--- config.mk ---
export PLATFORM = sky130hd
export DESIGN_NAME = channel_comm_fault_supervisor
export DESIGN_NICKNAME = d
export VERILOG_FILES = /design/src/sv/ccfs_pkg.sv /design/src/sv/ccfs_ctrl.sv /design/src/sv/ccfs_dp.sv /design/src/sv/channel_comm_fault_supervisor.sv
export SDC_FILE = /design/constraint.sdc
export NUM_CORES = 2
export LEC_CHECK = 0
export ABC_AREA = 0
export BUFFER_PORTS_ARGS = -buffer_cell sky130_fd_sc_hd__buf_2
export CORE_MARGIN = 4
export CORE_UTILIZATION = 52
export CTS_BUF_LIST = sky130_fd_sc_hd__clkbuf_16
export DETAILED_ROUTE_END_ITERATION = 10
export GPL_TIMING_DRIVEN = 0
export HOLD_SLACK_MARGIN = 0.06
export PLACE_DENSITY_LB_ADDON = 0.12
export SYNTH_ARGS = -nofsm -noshare
export SYNTH_HDL_FRONTEND = slang
export SYNTH_SLANG_ARGS = --single-unit
--- constraint.sdc ---
create_clock -name clk -period 68 [get_ports clk]
set_input_delay 6.8 -clock clk [delete_from_list [all_inputs] [get_ports clk]]
set_output_delay 6.8 -clock clk [all_outputs]
set_load 0.01 [all_outputs]
--- src/sv/ccfs_pkg.sv ---
// shared types and constants for the channel communication fault supervisor
`default_nettype none

package ccfs_pkg;

    localparam int unsigned CNT_W    = 4;
    localparam int unsigned CH_W     = 9;
    localparam int unsigned EVCH_W   = 10;
    localparam int unsigned FCOUNT_W = 10;
    localparam int unsigned REC_W    = 9;
    localparam int unsigned ACT_W    = 10;
    localparam int unsigned CFG_W    = 10;
    localparam int unsigned CHX_W    = 11;

    localparam logic [CNT_W-1:0] CNT_MAX       = 4'hF;
    localparam logic [CNT_W-1:0] LIMIT_RESET   = 4'd8;
    localparam logic [ACT_W-1:0] ACTIVE_RESET  = 10'd512;
    localparam logic [ACT_W-1:0] HALVE_ABOVE   = 10'd256;

    typedef enum logic [1:0] {
        REQ_ADD   = 2'd0,
        REQ_CLEAR = 2'd1,
        REQ_MASK  = 2'd2,
        REQ_EVAL  = 2'd3
    } req_t;

    typedef enum logic [1:0] {
        EV_NONE  = 2'd0,
        EV_RAISE = 2'd1,
        EV_CLEAR = 2'd2
    } event_t;

    typedef enum logic {
        CFG_ERROR_LIMIT     = 1'b0,
        CFG_ACTIVE_CHANNELS = 1'b1
    } cfg_index_t;

    typedef enum logic [1:0] {
        ST_CLEAR,
        ST_IDLE,
        ST_EXEC
    } state_t;

    typedef struct packed {
        logic [1:0]      req_type;
        logic [CH_W-1:0] channel;
        logic [3:0]      error_increment;
        logic            mask_value;
        logic [1:0]      system_faults;
        logic            pending_fault;
    } in_beat_t;

    typedef struct packed {
        logic [1:0]          event_kind;
        logic [EVCH_W-1:0]   event_channel;
        logic [FCOUNT_W-1:0] fault_count;
        logic                comm_fault;
        logic                system_fault;
        logic                total_fault;
        logic                beep_on;
        logic [REC_W-1:0]    record_index;
        logic [CNT_W-1:0]    counter_value;
    } out_beat_t;

    typedef struct packed {
        logic            mask;
        logic            fault;
        logic [CNT_W-1:0] cnt;
    } entry_t;

    typedef struct packed {
        logic clear_wr;
        logic capture;
        logic exec;
    } ctl_cmd_t;

    typedef struct packed {
        logic clear_last;
        logic out_full;
    } dp_sts_t;

endpackage

`default_nettype wire

--- src/sv/ccfs_ctrl.sv ---
// sequencer for the clearing pass and the read-modify-write of one item
`default_nettype none

module ccfs_ctrl (
    input  wire                  clk,
    input  wire                  rst_n,
    input  wire                  in_valid,
    output logic                 in_stall,
    input  ccfs_pkg::dp_sts_t    sts,
    output ccfs_pkg::ctl_cmd_t   cmd
);

    ccfs_pkg::state_t state_reg;
    ccfs_pkg::state_t state_next;

    always_ff @(posedge clk or negedge rst_n)
    begin
        if (!rst_n)
        begin
            state_reg <= ccfs_pkg::ST_CLEAR;
        end
        else
        begin
            state_reg <= state_next;
        end
    end

    always_comb
    begin
        state_next   = state_reg;
        cmd          = '0;
        in_stall     = 1'b1;
        unique case (state_reg)
            ccfs_pkg::ST_CLEAR:
            begin
                cmd.clear_wr = 1'b1;
                if (sts.clear_last)
                begin
                    state_next = ccfs_pkg::ST_IDLE;
                end
            end
            ccfs_pkg::ST_IDLE:
            begin
                in_stall = 1'b0;
                if (in_valid)
                begin
                    cmd.capture = 1'b1;
                    state_next  = ccfs_pkg::ST_EXEC;
                end
            end
            ccfs_pkg::ST_EXEC:
            begin
                if (!sts.out_full)
                begin
                    cmd.exec   = 1'b1;
                    state_next = ccfs_pkg::ST_IDLE;
                end
            end
            default:
            begin
                state_next = ccfs_pkg::ST_CLEAR;
            end
        endcase
    end

    // an accepted beat always moves on to the execute step
    a_accept_to_exec: assert property (@(posedge clk) disable iff (!rst_n)
        (in_valid && !in_stall) |=> (state_reg == ccfs_pkg::ST_EXEC))
        else $error("accepted beat did not reach execute");

    a_clear_before_idle: assert property (@(posedge clk) disable iff (!rst_n)
        (state_reg == ccfs_pkg::ST_CLEAR && !sts.clear_last)
            |=> (state_reg == ccfs_pkg::ST_CLEAR))
        else $error("left clearing pass early");

    a_exec_not_blocked: assert property (@(posedge clk) disable iff (!rst_n)
        cmd.exec |-> (state_reg == ccfs_pkg::ST_EXEC) && !sts.out_full)
        else $error("execute issued while output full");

endmodule

`default_nettype wire

--- src/sv/ccfs_dp.sv ---
// channel table, fault bookkeeping, configuration registers and output register
`default_nettype none

module ccfs_dp #(
    parameter int unsigned CHANNELS     = 512,
    parameter int unsigned RECORD_LIMIT = 500
) (
    input  wire                    clk,
    input  wire                    rst_n,
    input  ccfs_pkg::ctl_cmd_t     cmd,
    output ccfs_pkg::dp_sts_t      sts,
    input  ccfs_pkg::in_beat_t     in_data,
    input  wire                    cfg_valid,
    input  wire                    cfg_index,
    input  wire [ccfs_pkg::CFG_W-1:0] cfg_data,
    output logic                   out_valid,
    input  wire                    out_stall,
    output ccfs_pkg::out_beat_t    out_data
);

    localparam int unsigned AW = $clog2(CHANNELS);
    localparam int unsigned FW = $clog2(CHANNELS + 1);
    localparam logic [ccfs_pkg::CHX_W-1:0] CH_END = ccfs_pkg::CHX_W'(CHANNELS);
    localparam logic [AW-1:0] LAST_ADDR = AW'(CHANNELS - 1);
    localparam logic [ccfs_pkg::REC_W-1:0] REC_LIMIT = ccfs_pkg::REC_W'(RECORD_LIMIT);

    ccfs_pkg::entry_t mem [CHANNELS];
    ccfs_pkg::entry_t rdata_reg;
    ccfs_pkg::in_beat_t beat_reg;

    logic [AW-1:0] clr_addr_reg;
    logic [ccfs_pkg::CNT_W-1:0] limit_reg;
    logic [ccfs_pkg::ACT_W-1:0] active_reg;
    logic [FW-1:0] total_reg, total_next;
    logic [ccfs_pkg::REC_W-1:0] record_reg, record_next;
    logic beep_reg, beep_next;
    logic out_valid_reg, out_valid_next;
    ccfs_pkg::out_beat_t out_data_reg, out_data_next;

    logic [ccfs_pkg::CHX_W-1:0] ch_in_ext, ch_ext;
    logic [AW-1:0] rd_addr, wr_addr;
    logic in_range, active_ch;
    ccfs_pkg::entry_t entry_next;
    logic [ccfs_pkg::CNT_W:0] sum;
    logic [ccfs_pkg::CNT_W-1:0] thr;
    logic [1:0] sys_n;
    logic [FW:0] fcount;
    logic [11:0] fcount_wide;
    ccfs_pkg::event_t kind;

    assign ch_in_ext = {2'b00, in_data.channel};
    assign rd_addr   = ch_in_ext[AW-1:0];
    assign ch_ext    = {2'b00, beat_reg.channel};
    assign wr_addr   = ch_ext[AW-1:0];

    assign sts.clear_last = (clr_addr_reg == LAST_ADDR);
    assign sts.out_full   = out_valid_reg && out_stall;

    always_ff @(posedge clk)
    begin
        if (cmd.clear_wr)
        begin
            mem[clr_addr_reg] <= '0;
        end
        else if (cmd.exec && in_range)
        begin
            mem[wr_addr] <= entry_next;
        end
    end

    always_ff @(posedge clk)
    begin
        if (cmd.capture)
        begin
            rdata_reg <= mem[rd_addr];
            beat_reg  <= in_data;
        end
        if (cmd.exec)
        begin
            out_data_reg <= out_data_next;
        end
    end

    always_comb
    begin
        in_range   = (ch_ext < CH_END);
        active_ch  = (ch_ext < {1'b0, active_reg});
        thr        = (active_reg > ccfs_pkg::HALVE_ABOVE) ? (limit_reg >> 1) : limit_reg;
        sum        = {1'b0, rdata_reg.cnt} + {1'b0, beat_reg.error_increment};
        entry_next = rdata_reg;
        total_next = total_reg;
        record_next = record_reg;
        beep_next  = beep_reg;
        kind       = ccfs_pkg::EV_NONE;
        if (in_range)
        begin
            case (beat_reg.req_type)
                ccfs_pkg::REQ_ADD:
                begin
                    entry_next.cnt = sum[ccfs_pkg::CNT_W] ? ccfs_pkg::CNT_MAX
                                                          : sum[ccfs_pkg::CNT_W-1:0];
                end
                ccfs_pkg::REQ_CLEAR:
                begin
                    entry_next.cnt = '0;
                end
                ccfs_pkg::REQ_MASK:
                begin
                    entry_next.mask = beat_reg.mask_value;
                end
                default:
                begin
                    if (active_ch && !rdata_reg.mask)
                    begin
                        if (!rdata_reg.fault)
                        begin
                            if (rdata_reg.cnt >= thr)
                            begin
                                entry_next.fault = 1'b1;
                                total_next = total_reg + FW'(1);
                                kind       = ccfs_pkg::EV_RAISE;
                                beep_next  = 1'b1;
                                record_next = (record_reg < REC_LIMIT)
                                              ? record_reg + ccfs_pkg::REC_W'(1)
                                              : ccfs_pkg::REC_W'(1);
                            end
                        end
                        else if (rdata_reg.cnt < thr)
                        begin
                            entry_next.fault = 1'b0;
                            if (total_reg != '0)
                            begin
                                total_next = total_reg - FW'(1);
                            end
                            kind = ccfs_pkg::EV_CLEAR;
                        end
                    end
                end
            endcase
        end
        sys_n       = {1'b0, beat_reg.system_faults[0]} + {1'b0, beat_reg.system_faults[1]};
        fcount      = {1'b0, total_next} + (FW + 1)'(sys_n);
        fcount_wide = 12'(fcount);
        if (in_range && beat_reg.req_type == ccfs_pkg::REQ_EVAL && fcount == '0
            && !beat_reg.pending_fault)
        begin
            beep_next = 1'b0;
        end

        out_data_next.event_kind    = kind;
        out_data_next.event_channel = (kind == ccfs_pkg::EV_NONE) ? '0
                                      : ch_ext[ccfs_pkg::EVCH_W-1:0] + ccfs_pkg::EVCH_W'(1);
        out_data_next.fault_count   = fcount_wide[ccfs_pkg::FCOUNT_W-1:0];
        out_data_next.comm_fault    = (total_next != '0);
        out_data_next.system_fault  = (beat_reg.system_faults != 2'b00);
        out_data_next.total_fault   = (fcount != '0) || beat_reg.pending_fault;
        out_data_next.beep_on       = beep_next;
        out_data_next.record_index  = record_next;
        out_data_next.counter_value = in_range ? entry_next.cnt : '0;

        out_valid_next = cmd.exec ? 1'b1 : (out_valid_reg && out_stall);
    end

    always_ff @(posedge clk or negedge rst_n)
    begin
        if (!rst_n)
        begin
            clr_addr_reg  <= '0;
            limit_reg     <= ccfs_pkg::LIMIT_RESET;
            active_reg    <= ccfs_pkg::ACTIVE_RESET;
            total_reg     <= '0;
            record_reg    <= '0;
            beep_reg      <= 1'b0;
            out_valid_reg <= 1'b0;
        end
        else
        begin
            if (cmd.clear_wr && !sts.clear_last)
            begin
                clr_addr_reg <= clr_addr_reg + AW'(1);
            end
            if (cfg_valid)
            begin
                unique case (cfg_index)
                    ccfs_pkg::CFG_ERROR_LIMIT:
                    begin
                        limit_reg <= cfg_data[ccfs_pkg::CNT_W-1:0];
                    end
                    ccfs_pkg::CFG_ACTIVE_CHANNELS:
                    begin
                        active_reg <= cfg_data[ccfs_pkg::ACT_W-1:0];
                    end
                    default:
                    begin
                        limit_reg <= limit_reg;
                    end
                endcase
            end
            if (cmd.exec)
            begin
                total_reg  <= total_next;
                record_reg <= record_next;
                beep_reg   <= beep_next;
            end
            out_valid_reg <= out_valid_next;
        end
    end

    assign out_valid = out_valid_reg;
    assign out_data  = out_data_reg;

    a_record_bound: assert property (@(posedge clk) disable iff (!rst_n)
        record_reg <= REC_LIMIT)
        else $error("record index beyond limit");

    a_total_bound: assert property (@(posedge clk) disable iff (!rst_n)
        total_reg <= FW'(CHANNELS))
        else $error("fault total beyond channel count");

    a_out_from_exec: assert property (@(posedge clk) disable iff (!rst_n)
        $rose(out_valid_reg) |-> $past(cmd.exec))
        else $error("output beat without execute");

endmodule

`default_nettype wire

--- src/sv/channel_comm_fault_supervisor.sv ---
// top level of the channel communication fault supervisor
//
//  channel  direction  handshake          payload
//  in       input      in_valid/in_stall   ccfs_pkg::in_beat_t
//  out      output     out_valid/out_stall ccfs_pkg::out_beat_t
//  cfg      input      cfg_valid/cfg_ready cfg_index, cfg_data
//
// one beat has two steps: accept with table read, then update and write back once the output has room
// the single-port channel table sets that split: one read and at most one write per beat
// after reset a clearing pass zeroes every table entry in turn; in stays stalled
// a result waits in the output register; the next beat is accepted meanwhile
// cfg writes are taken in every cycle, the clearing pass included
`default_nettype none

module channel_comm_fault_supervisor #(
    parameter int unsigned CHANNELS     = 512,
    parameter int unsigned RECORD_LIMIT = 500
) (
    input  wire                          clk,
    input  wire                          rst_n,
    input  wire                          in_valid,
    output logic                         in_stall,
    input  ccfs_pkg::in_beat_t           in_data,
    output logic                         out_valid,
    input  wire                          out_stall,
    output ccfs_pkg::out_beat_t          out_data,
    input  wire                          cfg_valid,
    output logic                         cfg_ready,
    input  wire                          cfg_index,
    input  wire [ccfs_pkg::CFG_W-1:0]    cfg_data
);

    ccfs_pkg::ctl_cmd_t cmd;
    ccfs_pkg::dp_sts_t  sts;

    assign cfg_ready = 1'b1;

    ccfs_ctrl u_ctrl (
        .clk      (clk),
        .rst_n    (rst_n),
        .in_valid (in_valid),
        .in_stall (in_stall),
        .sts      (sts),
        .cmd      (cmd)
    );

    ccfs_dp #(
        .CHANNELS     (CHANNELS),
        .RECORD_LIMIT (RECORD_LIMIT)
    ) u_dp (
        .clk       (clk),
        .rst_n     (rst_n),
        .cmd       (cmd),
        .sts       (sts),
        .in_data   (in_data),
        .cfg_valid (cfg_valid && cfg_ready),
        .cfg_index (cfg_index),
        .cfg_data  (cfg_data),
        .out_valid (out_valid),
        .out_stall (out_stall),
        .out_data  (out_data)
    );

endmodule

`default_nettype wire

==> results.cfg <==
[layout]
design_area_um2 = 142000
largest_reg_flops = 3072
final_common_cell = edfxtp_1
num-nets-final = 6297
final_cell_mix = edfxtp_1, mux4_2, nor2_1
syn_to_final_growth_pct = 13.4
drive_gt1_share_pct = 27.4
utilization_pct = 59.5

[detailed_routing]
wirelength_um = 332000
drc = 0
wl_per_cell_um = 34.4
firstDrtPassIters = 6
ant_nets = 0
viasPerCell = 6.39
drt_iter0_drc = 8525
vias = 61700

[setup_path]
cp.depth = 13
worstSetupEndpointType = register
cp.arrival_ns = 12.50
r2r_cells = 20
crit_family = buffers and inverters
worst-setup-path-type = in -> reg
worstPathRequired_ns = 68.60
crit_path_top_delay_cell = clkbuf_1
path_cells = buf_2 -> buf_2 -> buf_2 -> buf_2 -> clkbuf_1 -> clkbuf_1 -> mux4_2 -> mux2i_1 -> a22oi_1 -> o21ai_0 -> a21oi_1 -> a311oi_1 -> a31oi_1
critPathLaunchType = primary input
path_max_fanout = 10
cp_slowest_stage_delay_ns = 0.93
critPathBufInv = 6
path_common_cell = buf_2

[timing]
period_needed_ns = 11.90
clock_skew_ns = 0.0703
relSlewSlack_pct = 1.38
hold_violations = 0
tightest_slew_ns = 1.48
fmax_mhz = 84.0
setup_viol = 0
tns_ns = 0
maxSlewViolCount = 0
rsz0062_at_grt = no
finalCritPeriodShare_pct = 17.5
fin_ws_ns = 56.10

[place]
dp_hpwl_um = 228000
place_area_um2 = 132000
dp_worst_setup_slack_ns = 55.38
gp_congestion = 0.899
numPortBuffers = 75

[logic_synthesis]
synth_edf_count = 3136
avgSynthCellArea_um2 = 21.8
synthArstFlopShare_pct = 1.45
synth_xor_area_share_pct = 0.270
synthMuxAreaShare_pct = 18.0
synth_ff_type = edfxtp_1
synth_compound_area_share_pct = 1.19
ys_ff_latch = 3182
yosys.area_share.simple_pct = 2.93
syn_nets = 5797
seq_area_frac_synth_pct = 76.1
ys_types = 75
synth_top_family_by_area = multiplexers
netlist_area_um2 = 125000
synth_adder_area_share_pct = 0.262
synthCells = 5737
yosys_warnings = 0

[clock_tree]
clockBufferDepth = 4
post_cts_buffers = 0
worstSkewPairLatency_ns = 0.97
cts_hold_buffers = 0
path_clk_slew_ns = 0.06
ctsHtreeMaxLevel = 5
cts_sinks = 3182
root_buffer = clkbuf_16
post_cts_resized = 0
cts_buffers = 338
cts_tree = yes

[floorplanning]
ioPinCount = 77
rows = 179
dieArea_um2 = 249000
die_w_um = 499
die_y_um = 499
core_um2 = 239000
initial_core_util_pct = 52.5

[power]
peakVddDrop_mv = 0.0174
p_leak_nw = 45.0
power_density_nw_per_um2 = 31.6
power_mw = 4.49

[worst_hold_path]
hp-class = reg -> reg
hold_depth = 1

[global_route]
grt_usage_pct = 26.9
grt_pass1_wl_um = 470000
antenna_found_initial = 27
grt_pass1_vias = 62100
overflow = 0
grt_start_max_net_pins = 88

[run]
maxCapViolCount = 0

[run_status]
outcome = completed
per-stage QoR:
stage	hold WS, ns	std cells
after CTS	0.512	9652
after global placement	0.497	8979
after global routing	0.545	9655
final	0.509	9657
after detailed placement	0.499	9064
after floorplan	0.475	5737
cells by family (layout without fill, tap and decap cells):
group / count (synthesis) / in the layout
muxes: 1053 / 1053
adders and majority gates: 25 / 25
DFF: 3182 / 3182
buffers and inverters: 366 / 1114
and+or+nand+nor: 858 / 858
xor gates and xnor gates: 37 / 37
AOI/OAI and AO/OA: 215 / 215
other: 1 / 6
power breakdown:
| group | internal [mW] | switching (mW) |
|---|---|---|
| logic | 0.147 | 0.360 |
| registers | 2.23 | 0.0168 |
| clock network | 1.00 | 0.734 |
per-layer routing:
metal / share of wire [%] / global-route usage [%]
met5: 0 / 0
met4: 3.4 / 8.64
met3: 9.7 / 6.09
met2: 47 / 40.9
met1: 40 / 39.3
area by class of cell:
type | instances | area, um2
Antenna cell | 5 | 12.5
Inverter | 23 | 86.3
Buffer | 343 | 1570
Timing Repair Buffer | 160 | 2320
Multi-Input combinational cell | 2189 | 28400
Sequential cell | 3182 | 95300
Clock inverter | 245 | 1760
Fill cell | 17000 | 96700
Clock buffer | 343 | 8580
Tap cell | 3167 | 3960
synthesized netlist by cell type (18+ instances only):
library cell  count  area [um2]
edfxtp_1       3136       94200
mux4_2          954       21500
nor2_1          572        2150
clkbuf_1        192         721
nand2_1         128         480
buf_2            80         400
mux2i_1          77         771
o21ai_0          53         265
buf_1            44         165
dfrtp_1          44        1100
o211ai_1         33         248
a22oi_1          31         233
a21oi_1          26         130
nor2b_1          24         150
ha_1             23         288
inv_1            23        86.3
mux2_2           22         248
buf_4            21         158
nand4_1          21         131
xnor2_1          20         175
nand2b_1         18         113
nand3_1          18        90.1
path summary, 6_finish.rpt:
| path | from | slack [ns] | end |
|---|---|---|---|
| min in group asynchronous | rst_n | 6.08 | u_dp.clr_addr_reg[2] |
| worst max register to register | u_dp.active_reg[3] | 62.02 | u_dp.out_data[13] |
| worst min-delay path | u_dp.limit_reg[0] | 0.51 | u_dp.limit_reg[0] |
| worst max-delay path | in_data[9] | 56.10 | u_dp.rdata_reg[4] |
| max in group asynchronous | rst_n | 61.20 | u_dp.total_reg[5] |
| worst min register to register | u_dp.limit_reg[0] | 0.51 | u_dp.limit_reg[0] |
Note: power is estimated with default switching activity, not from simulation.
